$ cat config.mk
export PLATFORM = sky130hd
export DESIGN_NAME = fifo_lru_key_cache
export DESIGN_NICKNAME = d
export VERILOG_FILES = /design/src/design/flkc_pkg.sv /design/src/design/fifo_lru_key_cache.sv /design/src/design/flkc_entries.sv
export VERILOG_INCLUDE_DIRS = /design/src /design/src/design
export SDC_FILE = /design/constraint.sdc
export NUM_CORES = 2
export LEC_CHECK = 0
export BUFFER_PORTS_ARGS = -buffer_cell sky130_fd_sc_hd__buf_2
export CAP_MARGIN = 20
export CORE_MARGIN = 2
export CORE_UTILIZATION = 30
export DETAILED_ROUTE_END_ITERATION = 16
export GPL_TIMING_DRIVEN = 0
export PLACE_DENSITY = 0.51
export REMOVE_ABC_BUFFERS = 1
export SETUP_SLACK_MARGIN = 0.02
export SYNTH_ARGS = -nofsm -noshare
export SYNTH_HDL_FRONTEND = slang
export SYNTH_HIERARCHICAL = 1
export SYNTH_SLANG_ARGS = --single-unit
$ cat constraint.sdc
create_clock -name clk -period 18.3 [get_ports clk]
set_input_delay 3.66 -clock clk [delete_from_list [all_inputs] [get_ports clk]]
set_output_delay 3.66 -clock clk [all_outputs]
set_load 0.02 [all_outputs]
$ cat src/design/assert_macros.svh
// Assertion macros shared by the key cache modules.
`ifndef ASSERT_MACROS_SVH
`define ASSERT_MACROS_SVH

// The expression holds at every rising clock edge outside reset.
`define ASSERT_ALWAYS(name, clk, rst_n, expr) \
	name: assert property (@(posedge clk) disable iff (!rst_n) (expr)) \
		else $error("assertion failed");

// The consequent holds in the same cycle as the antecedent.
`define ASSERT_IMPL(name, clk, rst_n, ante, cons) \
	name: assert property (@(posedge clk) disable iff (!rst_n) (ante) |-> (cons)) \
		else $error("assertion failed");

// The consequent holds in the cycle after the antecedent.
`define ASSERT_NEXT(name, clk, rst_n, ante, cons) \
	name: assert property (@(posedge clk) disable iff (!rst_n) (ante) |=> (cons)) \
		else $error("assertion failed");

`endif

$ cat src/design/flkc_pkg.sv
// Shared types and constants of the key cache.
`default_nettype none

package flkc_pkg;

	localparam int CNT_W      = 32;
	localparam int CFG_IDX_W  = 1;
	localparam int CFG_DATA_W = 5;

	localparam logic [1:0] CMD_SEARCH = 2'd0;
	localparam logic [1:0] CMD_INSERT = 2'd1;
	localparam logic [1:0] CMD_REMOVE = 2'd2;

	localparam logic [CFG_IDX_W-1:0] REG_CAPACITY = 1'b0;
	localparam logic [CFG_IDX_W-1:0] REG_MODE     = 1'b1;

	localparam logic [CFG_DATA_W-1:0] CAP_RESET = 5'd16;
	localparam logic MODE_FIFO = 1'b0;
	localparam logic MODE_LRU  = 1'b1;

	// Operation handed to the entry array for one transaction.
	typedef struct packed {
		logic       go;
		logic [1:0] cmd;
		logic       read_only;
		logic       lru;
	} op_t;

	// Lookup outcome reported back by the entry array.
	typedef struct packed {
		logic hit;
		logic evict;
		logic alloc;
	} look_t;

endpackage

`default_nettype wire

$ cat src/design/fifo_lru_key_cache.sv
// Fully associative key cache with FIFO or LRU replacement. Each transaction
// is registered at the input, then a single pass of parallel key compare
// across all entries, age rank update and payload memory access produces the
// result, which is held in an output register. Throughput is one transaction
// every cycle while the output side keeps taking results. The payload memory
// has one write and one registered read port; the read port is used once per
// transaction, the write port only by inserts. Configuration is to be written
// through cfg_we/cfg_index/cfg_data only while no transaction is in flight;
// the block itself does not enforce this.
`default_nettype none
`include "assert_macros.svh"

module fifo_lru_key_cache #(
	parameter int ENTRY_COUNT = 16,
	parameter int KEY_BITS    = 31,
	parameter int DATA_BITS   = 32,
	localparam int IDX_W      = $clog2(ENTRY_COUNT),
	localparam int OCC_W      = $clog2(ENTRY_COUNT + 1),
	localparam int IN_RAW     = KEY_BITS + DATA_BITS,
	localparam int IN_W       = ((IN_RAW + 7) / 8) * 8,
	localparam int OUT_RAW    = DATA_BITS + KEY_BITS + OCC_W + 2 * flkc_pkg::CNT_W,
	localparam int OUT_W      = ((OUT_RAW + 7) / 8) * 8
) (
	input  wire                               clk,
	input  wire                               arst_n,
	input  wire                               cfg_we,
	input  wire  [flkc_pkg::CFG_IDX_W-1:0]    cfg_index,
	input  wire  [flkc_pkg::CFG_DATA_W-1:0]   cfg_data,
	input  wire                               s_tvalid,
	output logic                              s_tready,
	input  wire  [IN_W-1:0]                   s_tdata,  // key_id, entry_data
	input  wire  [2:0]                        s_tuser,  // cmd, read_only
	output logic                              m_tvalid,
	input  wire                               m_tready,
	// data_out, evicted_key, occupancy, hit_count, miss_count
	output logic [OUT_W-1:0]                  m_tdata,
	output logic [1:0]                        m_tuser   // found, evicted
);

	localparam int CMP_W = (OCC_W > flkc_pkg::CFG_DATA_W) ? OCC_W : flkc_pkg::CFG_DATA_W;

	logic [flkc_pkg::CFG_DATA_W-1:0] cap_q;
	logic                            mode_q;
	logic [CMP_W-1:0]                cap_ext;
	logic [OCC_W-1:0]                eff_cap;

	logic                 valid_s1;
	logic [1:0]           cmd_s1;
	logic [KEY_BITS-1:0]  key_s1;
	logic [DATA_BITS-1:0] data_s1;
	logic                 ro_s1;
	logic                 advance;

	logic                 valid_s2;
	logic                 found_s2;
	logic                 sel_s2;
	logic                 evicted_s2;
	logic [KEY_BITS-1:0]  evkey_s2;
	logic [DATA_BITS-1:0] pay_rd_s2;
	logic [DATA_BITS-1:0] data_out;

	logic [flkc_pkg::CNT_W-1:0] hits_q;
	logic [flkc_pkg::CNT_W-1:0] misses_q;

	logic [DATA_BITS-1:0] pay_mem [ENTRY_COUNT];
	logic                 pay_we;
	logic [IDX_W-1:0]     pay_waddr;

	flkc_pkg::op_t        op;
	flkc_pkg::look_t      look;
	logic [IDX_W-1:0]     hit_idx;
	logic [IDX_W-1:0]     alloc_idx;
	logic [KEY_BITS-1:0]  evict_key;
	logic [OCC_W-1:0]     used;
	logic                 is_search;
	logic                 is_ins;
	logic                 is_rem;
	logic                 count_hit;

	// Configuration registers.
	always_ff @(posedge clk or negedge arst_n) begin
		if (!arst_n) begin
			cap_q  <= flkc_pkg::CAP_RESET;
			mode_q <= flkc_pkg::MODE_FIFO;
		end else if (cfg_we) begin
			case (cfg_index)
				flkc_pkg::REG_CAPACITY: cap_q <= cfg_data;
				flkc_pkg::REG_MODE:     mode_q <= cfg_data[0];
				default: ;
			endcase
		end
	end

	// A capacity of zero acts as one, and one above the entry count is clipped.
	always_comb begin
		cap_ext = CMP_W'(cap_q);
		if (cap_q == '0) begin
			eff_cap = OCC_W'(1);
		end else if (cap_ext > CMP_W'(ENTRY_COUNT)) begin
			eff_cap = OCC_W'(ENTRY_COUNT);
		end else begin
			eff_cap = cap_ext[OCC_W-1:0];
		end
	end

	// Input register.
	assign advance  = valid_s1 && (!valid_s2 || m_tready);
	assign s_tready = !valid_s1 || advance;

	always_ff @(posedge clk or negedge arst_n) begin
		if (!arst_n) begin
			valid_s1 <= 1'b0;
		end else if (s_tvalid && s_tready) begin
			valid_s1 <= 1'b1;
		end else if (advance) begin
			valid_s1 <= 1'b0;
		end
	end

	always_ff @(posedge clk) begin
		if (s_tvalid && s_tready) begin
			cmd_s1  <= s_tuser[1:0];
			ro_s1   <= s_tuser[2];
			key_s1  <= s_tdata[KEY_BITS-1:0];
			data_s1 <= s_tdata[IN_RAW-1:KEY_BITS];
		end
	end

	// Single pass over the entry array.
	assign is_search = (cmd_s1 == flkc_pkg::CMD_SEARCH);
	assign is_ins    = (cmd_s1 == flkc_pkg::CMD_INSERT);
	assign is_rem    = (cmd_s1 == flkc_pkg::CMD_REMOVE);

	always_comb begin
		op.go        = advance;
		op.cmd       = cmd_s1;
		op.read_only = ro_s1;
		op.lru       = (mode_q == flkc_pkg::MODE_LRU);
	end

	flkc_entries #(
		.ENTRY_COUNT (ENTRY_COUNT),
		.KEY_BITS    (KEY_BITS)
	) u_entries (
		.clk       (clk),
		.arst_n    (arst_n),
		.op        (op),
		.key_in    (key_s1),
		.eff_cap   (eff_cap),
		.look      (look),
		.hit_idx   (hit_idx),
		.alloc_idx (alloc_idx),
		.evict_key (evict_key),
		.used      (used)
	);

	assign count_hit = is_search && look.hit && !ro_s1;

	// Payload memory: an insert of a present key rewrites its slot in place.
	assign pay_we    = advance && is_ins && (look.hit || look.alloc);
	assign pay_waddr = look.hit ? hit_idx : alloc_idx;

	always_ff @(posedge clk) begin
		if (pay_we) begin
			pay_mem[pay_waddr] <= data_s1;
		end
		if (advance) begin
			pay_rd_s2 <= pay_mem[hit_idx];
		end
	end

	// Saturating counters.
	always_ff @(posedge clk or negedge arst_n) begin
		if (!arst_n) begin
			hits_q   <= '0;
			misses_q <= '0;
		end else if (advance) begin
			if (count_hit && (hits_q != '1)) begin
				hits_q <= hits_q + flkc_pkg::CNT_W'(1);
			end
			if (is_ins && (misses_q != '1)) begin
				misses_q <= misses_q + flkc_pkg::CNT_W'(1);
			end
		end
	end

	// Result register.
	always_ff @(posedge clk or negedge arst_n) begin
		if (!arst_n) begin
			valid_s2 <= 1'b0;
		end else if (advance) begin
			valid_s2 <= 1'b1;
		end else if (m_tready) begin
			valid_s2 <= 1'b0;
		end
	end

	always_ff @(posedge clk) begin
		if (advance) begin
			found_s2   <= look.hit && (is_search || is_ins || is_rem);
			sel_s2     <= is_search && look.hit;
			evicted_s2 <= look.evict;
			evkey_s2   <= look.evict ? evict_key : '0;
		end
	end

	// Occupancy and counters only change when a transaction leaves the input
	// register, so their current values belong to the result being shown.
	assign data_out = sel_s2 ? pay_rd_s2 : '0;
	assign m_tvalid = valid_s2;
	assign m_tuser  = {evicted_s2, found_s2};
	assign m_tdata  = OUT_W'({misses_q, hits_q, used, evkey_s2, data_out});

	`ASSERT_NEXT(a_s1_holds, clk, arst_n, valid_s1 && !advance, valid_s1 && $stable(key_s1))
	`ASSERT_NEXT(a_insert_counted, clk, arst_n, advance && is_ins, misses_q != '0)
	`ASSERT_NEXT(a_hit_counted, clk, arst_n, advance && count_hit, hits_q != '0)

endmodule

`default_nettype wire

$ cat src/design/flkc_entries.sv
// Key match array with valid bits, age ranks and the occupancy count.
`default_nettype none
`include "assert_macros.svh"

module flkc_entries #(
	parameter int ENTRY_COUNT = 16,
	parameter int KEY_BITS    = 31,
	localparam int IDX_W      = $clog2(ENTRY_COUNT),
	localparam int OCC_W      = $clog2(ENTRY_COUNT + 1)
) (
	input  wire                     clk,
	input  wire                     arst_n,
	input  wire  flkc_pkg::op_t     op,
	input  wire  [KEY_BITS-1:0]     key_in,
	input  wire  [OCC_W-1:0]        eff_cap,
	output flkc_pkg::look_t         look,
	output logic [IDX_W-1:0]        hit_idx,
	output logic [IDX_W-1:0]        alloc_idx,
	output logic [KEY_BITS-1:0]     evict_key,
	output logic [OCC_W-1:0]        used
);

	logic [ENTRY_COUNT-1:0] valid_q;
	logic [IDX_W-1:0]       rank_q [ENTRY_COUNT];
	logic [KEY_BITS-1:0]    key_q  [ENTRY_COUNT];
	logic [OCC_W-1:0]       used_q;

	logic [ENTRY_COUNT-1:0] hit_vec;
	logic [ENTRY_COUNT-1:0] old_vec;
	logic [ENTRY_COUNT-1:0] free_vec;
	logic [ENTRY_COUNT-1:0] alloc_oh;
	logic [IDX_W-1:0]       hit_rank;
	logic [IDX_W-1:0]       gap_rank;
	logic [IDX_W-1:0]       newest_rank;
	logic [IDX_W-1:0]       alloc_rank;
	logic [OCC_W-1:0]       used_m1;
	logic [OCC_W-1:0]       used_after_evict;
	logic [OCC_W-1:0]       used_next;
	logic                   is_search;
	logic                   is_ins;
	logic                   is_rem;
	logic                   hit;
	logic                   full;
	logic                   evict;
	logic                   alloc;
	logic                   touch;
	logic                   rem_hit;
	logic                   gap_en;

	always_comb begin
		hit_rank  = '0;
		evict_key = '0;
		hit_idx   = '0;
		alloc_idx = '0;
		for (int j = 0; j < ENTRY_COUNT; j++) begin
			hit_vec[j] = valid_q[j] && (key_q[j] == key_in);
			old_vec[j] = valid_q[j] && (rank_q[j] == '0);
		end
		for (int j = 0; j < ENTRY_COUNT; j++) begin
			if (hit_vec[j]) begin
				hit_rank = hit_rank | rank_q[j];
				hit_idx  = hit_idx | IDX_W'(j);
			end
			if (old_vec[j]) begin
				evict_key = evict_key | key_q[j];
			end
		end

		is_search = (op.cmd == flkc_pkg::CMD_SEARCH);
		is_ins    = (op.cmd == flkc_pkg::CMD_INSERT);
		is_rem    = (op.cmd == flkc_pkg::CMD_REMOVE);
		hit       = |hit_vec;
		full      = (used_q >= eff_cap);
		evict     = is_ins && !hit && full && (|old_vec);

		// The evicted slot is free again for the new key in the same pass.
		free_vec  = ~valid_q | (evict ? old_vec : '0);
		alloc_oh  = free_vec & (~free_vec + ENTRY_COUNT'(1));
		alloc     = is_ins && !hit && (|free_vec);
		for (int j = 0; j < ENTRY_COUNT; j++) begin
			if (alloc_oh[j]) begin
				alloc_idx = alloc_idx | IDX_W'(j);
			end
		end

		touch   = op.lru && hit && ((is_search && !op.read_only) || is_ins);
		rem_hit = is_rem && hit;
		gap_en  = touch || rem_hit || evict;
		gap_rank = evict ? '0 : hit_rank;

		used_m1          = used_q - OCC_W'(1);
		newest_rank      = used_m1[IDX_W-1:0];
		used_after_evict = used_q - OCC_W'(evict);
		alloc_rank       = used_after_evict[IDX_W-1:0];
		used_next        = used_after_evict - OCC_W'(rem_hit) + OCC_W'(alloc);

		look.hit   = hit;
		look.evict = evict;
		look.alloc = alloc;
	end

	always_ff @(posedge clk or negedge arst_n) begin
		if (!arst_n) begin
			valid_q <= '0;
			used_q  <= '0;
			for (int j = 0; j < ENTRY_COUNT; j++) begin
				rank_q[j] <= '0;
			end
		end else if (op.go) begin
			used_q <= used_next;
			for (int j = 0; j < ENTRY_COUNT; j++) begin
				if (alloc && alloc_oh[j]) begin
					valid_q[j] <= 1'b1;
					rank_q[j]  <= alloc_rank;
				end else if (touch && hit_vec[j]) begin
					rank_q[j] <= newest_rank;
				end else if ((rem_hit && hit_vec[j]) || (evict && old_vec[j])) begin
					valid_q[j] <= 1'b0;
					rank_q[j]  <= '0;
				end else if (gap_en && valid_q[j] && (rank_q[j] > gap_rank)) begin
					// Entries younger than the one leaving its place move down one rank.
					rank_q[j] <= rank_q[j] - IDX_W'(1);
				end
			end
		end
	end

	always_ff @(posedge clk) begin
		for (int j = 0; j < ENTRY_COUNT; j++) begin
			if (op.go && alloc && alloc_oh[j]) begin
				key_q[j] <= key_in;
			end
		end
	end

	assign used = used_q;

	`ASSERT_ALWAYS(a_key_unique, clk, arst_n, $onehot0(hit_vec))
	`ASSERT_ALWAYS(a_used_matches_valid, clk, arst_n, $countones(valid_q) == used_q)
	`ASSERT_IMPL(a_evict_refills, clk, arst_n, op.go && evict, alloc)

endmodule

`default_nettype wire

### Yosys cells after proc, flatten, opt, wreduce, memory -nomap -nowiden

Memory sizes are Yosys's and may differ from the RTL's. A register that Yosys moved wholly into a read port is not among the register bits.
Cells that the tools add are included.

| word-level totals | value |
|---|---|
| logic and storage cells | 720 |
| memories kept | 2 |
| output and inout bits | 140 |
| bits in latches | 0 |
| memory bits (read-only) | 0 |
| bits of input ports | 78 |
| register bits after elaboration | 257 |
| RAM bits | 1008 |

| cells by class | value |
|---|---|
| $lt $le $gt $ge | 18 |
| multiplexer cells | 263 |
| bitwise gates (word level) | 35 |
| add/subtract/negate cells | 23 |
| reductions and logical operators | 296 |
| div/mod/pow operators | 0 |
| shifts and indexed selects | 0 |
| equal/unequal tests | 36 |
| multiply operators | 0 |

Memory list:

| memory | depth | bits a word | rd ports | clocked after memory_dff | write ports | line | text |
|---|---|---|---|---|---|---|---|
| pay_mem | 16 | 32 | 1 | 1 | 1 | fifo_lru_key_cache.sv:65 | `logic [DATA_BITS-1:0] pay_mem [ENTRY_COUNT];` |
| u_entries.key_q | 16 | 31 | 16 | 0 | 1 | flkc_entries.sv:25 | `logic [KEY_BITS-1:0] key_q [ENTRY_COUNT];` |

Operators with widths:

| operator | count |
|---|---|
| $mux 31 | 31 |
| $eq 31x31->1 | 16 |
| $or 31x31->31 | 15 |
| $reduce_or 31->1 | 15 |
| $mux 4 | 113 |
| $logic_and 1x1->1 | 162 |
| $mux 1 | 103 |
| $sub 4x1->4 const B | 17 |
| $add 32x1->32 const B | 2 |
| $gt 4x4->1 | 16 |
| $logic_not 4->1 | 16 |
| $ne 32x32->1 const B | 2 |
| $reduce_bool 4->1 | 16 |
| $or 4x4->4 | 15 |
| $reduce_and 3->1 | 16 |
| $reduce_or 16->1 | 3 |
| $reduce_and 2->1 | 20 |
| $reduce_bool 2->1 | 18 |
| $mux 32 | 1 |
| $ne 2x1->1 const B | 16 |
| $not 16->16 | 2 |
| $logic_or 1x1->1 | 24 |
| $mux 3 | 8 |
| $add 16x1->16 const B | 1 |
| other kinds (15) | 23 |

### Depth between registers and ports, before layout

An unclocked memory read counts as a cell.

| logic depth | value |
|---|---|
| depth in word-level cells | 41 |
| mapped depth | 24 |

### Cells and area by module

The synthesis kept the hierarchy.

By module, submodules not included:

| module | instances | cells an instance | seq. area each (um2) | area each (um2) |
|---|---|---|---|---|
| flkc_entries | 1 | 2691 | 17021.3 | 32773.9 |
| fifo_lru_key_cache | 1 | 1277 | 21141.5 | 27246.1 |

### Worst setup path after synthesis

OpenSTA, ideal clock, no wires.

| timing | value |
|---|---|
| path type | input port to flip-flop |
| start point | input port m_tready |
| end point | memory u_entries.key_q[3][7], in the netlist u_entries/key_q[0][100] (enable) |
| data required time | 17800 ps |
| setup time | 500 ps |
| arrival | 9027 ps |
| setup slack | 8773 ps |
| buffers on the path | 1 |
| stages | 5 |
| path through | nand2b_1 -> and2_1 -> inv_1 -> clkbuf_1 -> nor4_1 |

| on the way | value |
|---|---|
| word-level cells in the longest chain between the ends | 22 |
| elaborated cells between the ends (all ways) | 96 |
| those cells by class | mux (62); reduce/logical (34) |

RTL lines:

| what | line | text |
|---|---|---|
| start, declared | fifo_lru_key_cache.sv:34 | `input wire m_tready,` |
| $logic_or 1x1->1 * | fifo_lru_key_cache.sv:107 | `assign advance = valid_s1 && (!valid_s2 \|\| m_tready);` |
| $logic_and 1x1->1 * | fifo_lru_key_cache.sv:107 |  |
| net advance | fifo_lru_key_cache.sv:52 | `logic advance;` |
| $logic_and 1x1->1 * | flkc_entries.sv:130 | `if (op.go && alloc && alloc_oh[j]) begin` |
| $logic_and 1x1->1 | flkc_entries.sv:130 |  |
| $mux 1 | flkc_entries.sv:130 |  |
| $mux 1 (implied by the code) | flkc_entries.sv:131 | `key_q[j] <= key_in;` |
| $reduce_or 31->1 (no source line) | -- |  |
| $mux 4 (no source line) or $mux 1 (tied branches) (15 in series) | -- |  |
| end, declared | flkc_entries.sv:25 |  |

Mark *: on every way through the listed nets, which the timed path passes. The rest lies on a longest branch.

### Final worst setup path

| timing | value |
|---|---|
| start point | register u_entries.used_q[0], in the netlist u_entries/used[0] |
| end point | memory pay_mem[14][13] (enable) |

| on the way | value |
|---|---|
| elaborated cells between the ends (all ways) | 30 |
| those cells by class | add/sub (1); order compare (1); mux (19); bitwise (3); reduce/logical (6) |

RTL lines:

| what | line | text |
|---|---|---|
| start, declared | flkc_entries.sv:26 | `logic [OCC_W-1:0] used_q;` |
| start signal, assigned | flkc_entries.sv:110 | `used_q <= used_next;` |
| $ge 5x5->1 * | flkc_entries.sv:73 | `full = (used_q >= eff_cap);` |
| $logic_and 1x1->1 * (2 in series) | flkc_entries.sv:74 | `evict = is_ins && !hit && full && (\|old_vec);` |
| $mux 16 * | flkc_entries.sv:77 | `free_vec = ~valid_q \| (evict ? old_vec : '0);` |
| $or 16x16->16 * | flkc_entries.sv:77 |  |
| $not 16->16 | flkc_entries.sv:78 | `alloc_oh = free_vec & (~free_vec + ENTRY_COUNT'(1));` |
| $add 16x1->16 | flkc_entries.sv:78 |  |
| $and 16x16->16 * | flkc_entries.sv:78 |  |
| $mux 3 (4 in series) | flkc_entries.sv:81 | `if (alloc_oh[j]) begin` |
| $mux 4 (7 in series) | flkc_entries.sv:81 |  |
| $mux 4 * | flkc_entries.sv:81 |  |
| net alloc_idx[2] | fifo_lru_key_cache.sv:72 | `logic [IDX_W-1:0] alloc_idx;` |
| $mux 4 * | fifo_lru_key_cache.sv:161 | `assign pay_waddr = look.hit ? hit_idx : alloc_idx;` |
| end, declared | fifo_lru_key_cache.sv:65 |  |

Marks and branches as above.

==> qor.csv <==
metric,value,unit
crit path kind,register to register,
unrepaired setup endpoints after global routing,false,
"Arr. time, crit path",9.21,ns
most area-hungry cell type in the Yosys netlist,edfxtp_1,
first-pass GRT wire length,299000,um
"Async S/R FF share, synth",12.1,%
Initial DRC Count,5544,
crit end category,register,
R2R setup slack,9.67,ns
initial antenna violation count,11,
peak supply drop,0.0795,mV
final net count,4493,
register area share after synthesis,63.6,%
die height,451,um
cell internal pwr,5.35,mW
final hold violations,0,
PwrDens,103,mW/mm^2
R2R Path End,pay_mem[14][13],
#FFs+latches synth,1297,
Post-Synth XOR/XNOR Area,8.74,%
row count,164,
Post-Layout Cell Count,7078,
Netlist cell types,101,
TritonCTS Sinks,1297,
layout cell share with drive strength beyond 1,20.3,%
# setup viols final,0,
commonest register cell after synthesis,edfxtp_1,
post-detail-place hpwl,151000,um
worst-margin pin slew,1.25,ns
Sw Share,28.1,%
worst setup path end,pay_mem[14][13],
fmax,116,MHz
post-synthesis compound-gate area fraction,8.24,%
Relative slew margins,16.2,%
Synth top area share,57.0,%
clk buf depth,3,
Post-Route WL,214000,um
Synth Cell Area,0.0600,mm^2
Fillers,18800,
Worst Hold Class,register to register,
status,"finished, final reports clean",
Die Area,0.204,mm^2
number of flops mapped to enable cells by yosys,1140,
Syn Inst Count,3968,
"Req. time, crit path",18.88,ns
final setup margin,9.67,ns
mux contribution to synthesized area,6.42,%
sequential power share,46.5,%
fin crit share,47.2,%
post-route ant nets,0,
wire per inst,30.3,um
vias in the first global route,37600,
vias,39100,
Comb power frac,13.2,%
grt total ovfl,0,
Resized cells post-CTS,0,
CP Launch Type,register,
vias per cell,5.52,
all-layer global routing usage,20.6,%
Clock power frac,40.3,%
port buffer count,212,
R2R cell count,19,
Initial Utilization,30.1,%
core footprint,0.199,mm^2
Area Growth Syn to Fin,20.0,%
"Power, Total",7.43,mW
average size of a mapped cell,15.1,um^2
Clock Skews,0.0570,ns
worst r2r src,u_entries/used[0],
final count of pins violating max slew,0,
# IOs,218,
post-layout min period,8.63,ns
clock latency on the worst-skew pair,0.83,ns
CTS tree,done,
largest net degree at the start of global routing,91,
max cap viols,0,
Hold Worst Slack,0.491,ns
Pleak,24.7,nW
largest family of logic cells by synthesized area,XOR/XNOR gates,
Critical Path Fanout Max,18,
Syn. warnings,6,
CP Launch Point,u_entries/used[0],
pre-CTS worst setup slack,9.32,ns
simple-gate area share of the yosys netlist,8.17,%
GP Congestion,0.940,
H-tree levels,4,
number of buffers inserted by hold repair at cts,0,
CTS root buf,clkbuf_16,
Clock transition at path regs,0.06,ns
DRC violations left,0,
sw power,2.08,mW
ranking of synthesized cells by area,"edfxtp_1, dfrtp_1, mux4_2",
Die X,451,um
postcts setup bufs,0,
placed cell count,6803,
Post-Synth Adder-Cell Area,2.35,%
Inserted Clock Buffers,150,
DR pass1 iterations,6,
registers in the layout, summed over array words and instances, names as in the netlist, 2 cells and up:
| name | flops |
|---|---|
| u_entries/key_q | 496 |
| key_s1 | 31 |
| cmd_s1 | 2 |
| evkey_s2 | 31 |
| pay_rd_s2 | 32 |
| misses_q | 32 |
| u_entries/used | 5 |
| cap_ext | 5 |
| hits_q | 32 |
| u_entries/rank_q | 64 |
| data_s1 | 32 |
| u_entries/valid_q | 16 |
| pay_mem | 512 |
cell usage in the layout (no fill, tap or decap), types with 137 or more instances in the layout:
| cell | synthesis | final |
|---|---|---|
| xor2_1 | 403 | 403 |
| clkbuf_16 | 0 | 151 |
| buf_2 | 36 | 214 |
| edfxtp_1 | 1140 | 1140 |
| nand2_1 | 148 | 146 |
| a221oi_1 | 139 | 139 |
| xnor2_1 | 196 | 194 |
| dfrtp_1 | 156 | 156 |
| mux4_2 | 160 | 160 |
| a22o_1 | 137 | 137 |
critical path: stages, from the launching register on:
cell and delay [ns]:
dfrtp_1 1.10, inv_1 0.30, ha_1 0.37, nand2b_1 0.09, a211o_1 0.12, o21ai_0 0.08, o21ai_0 0.77, and2_0 1.04
nand2_1 0.79, o311a_1 0.59, nand2_1 0.19, a211oi_1 0.10, a2111oi_0 0.59, o2111ai_1 0.52, nand2_1 0.17, nor2_1 0.05
a31oi_1 0.71, nor2_4 0.32, buf_16 0.27, buf_16 0.17
area by class of cell:
type / count / area, um^2 / area share (%)
Tap cell: 2656 / 3320 / 4.62
Sequential cell: 1297 / 38200 / 53.0
Inverter: 77 / 292 / 0.405
Antenna cell: 4 / 10.0 / 0.0139
Multi-Input combinational cell: 2375 / 20900 / 29.0
Clock inverter: 68 / 850 / 1.18
Clock buffer: 199 / 4010 / 5.57
Timing Repair Buffer: 402 / 4460 / 6.19
routing by layer:
layer  GRT usage, %  routed length, um
met3           4.02              18300
met4           7.73               8830
met1           28.3              88800
met5              0                 22
met2           32.2              98500
worst min-delay path by stage:
stage / endpoint / cells after the start / slack, ns / from
2_1_floorplan: mode_q / 1 / 0.47 / mode_q
4_1_cts: hits_q[22] / 1 / 0.49 / hits_q[22]
6_report: hits_q[22] / 1 / 0.49 / hits_q[22]
3_3_place_gp: hits_q[22] / 1 / 0.48 / hits_q[22]
5_1_grt: hits_q[12] / 1 / 0.51 / hits_q[12]
3_5_place_dp: hits_q[22] / 1 / 0.48 / hits_q[22]
synth_stat cells (all sizes together), types with 6 or more instances:
cell type     n
o22a         20
o31ai        12
a21oi        48
dfrtp       156
nand2b       22
nor3         49
nor4        124
buf         103
xnor2       196
a21o          9
and2         77
or2           7
ha          111
and3         24
a22o        137
clkbuf      119
o21a         21
o211ai       14
and4         10
nor2        117
o21ai        84
a221o         6
edfxtp     1140
nor2b        29
a221oi      139
nand3        57
nor4bb       15
xor2        403
o22ai        33
mux2         18
inv          77
o221ai       13
nand2       150
a31oi        10
mux4        160
nand4       135
a22oi        32
cells by family (layout without fill, tap and decap cells):
| family | count (synthesis) | in the layout |
|---|---|---|
| compound gates | 633 | 633 |
| simple gates | 844 | 844 |
| buf+inv | 299 | 746 |
| fa+ha+maj | 112 | 112 |
| mux | 183 | 183 |
| xor+xnor | 599 | 599 |
| other cells | 1 | 8 |
| flops | 1297 | 1297 |
power groups by stage:
stage / Sequential [mW] / Combinational [mW] / Clock [mW]
global route: 3.47 / 1.03 / 3.17
detailed placement: 3.52 / 0.959 / 0
global placement: 3.55 / 0.834 / 0
CTS: 3.46 / 0.963 / 3.05
finish: 3.46 / 0.978 / 2.99
floorplan: 3.49 / 0.454 / 0
metrics by stage:
stage                     utilization, %  TNS, ns  area [um^2]
after detailed placement            33.7        0        67100
after global placement              31.7  -778.78        63200
after floorplan                        -        0        58800
final                               36.1        0        72000
after CTS                           36.1        0        71900
after global routing                36.1        0        72000
Power figures use the tool's default switching activity.
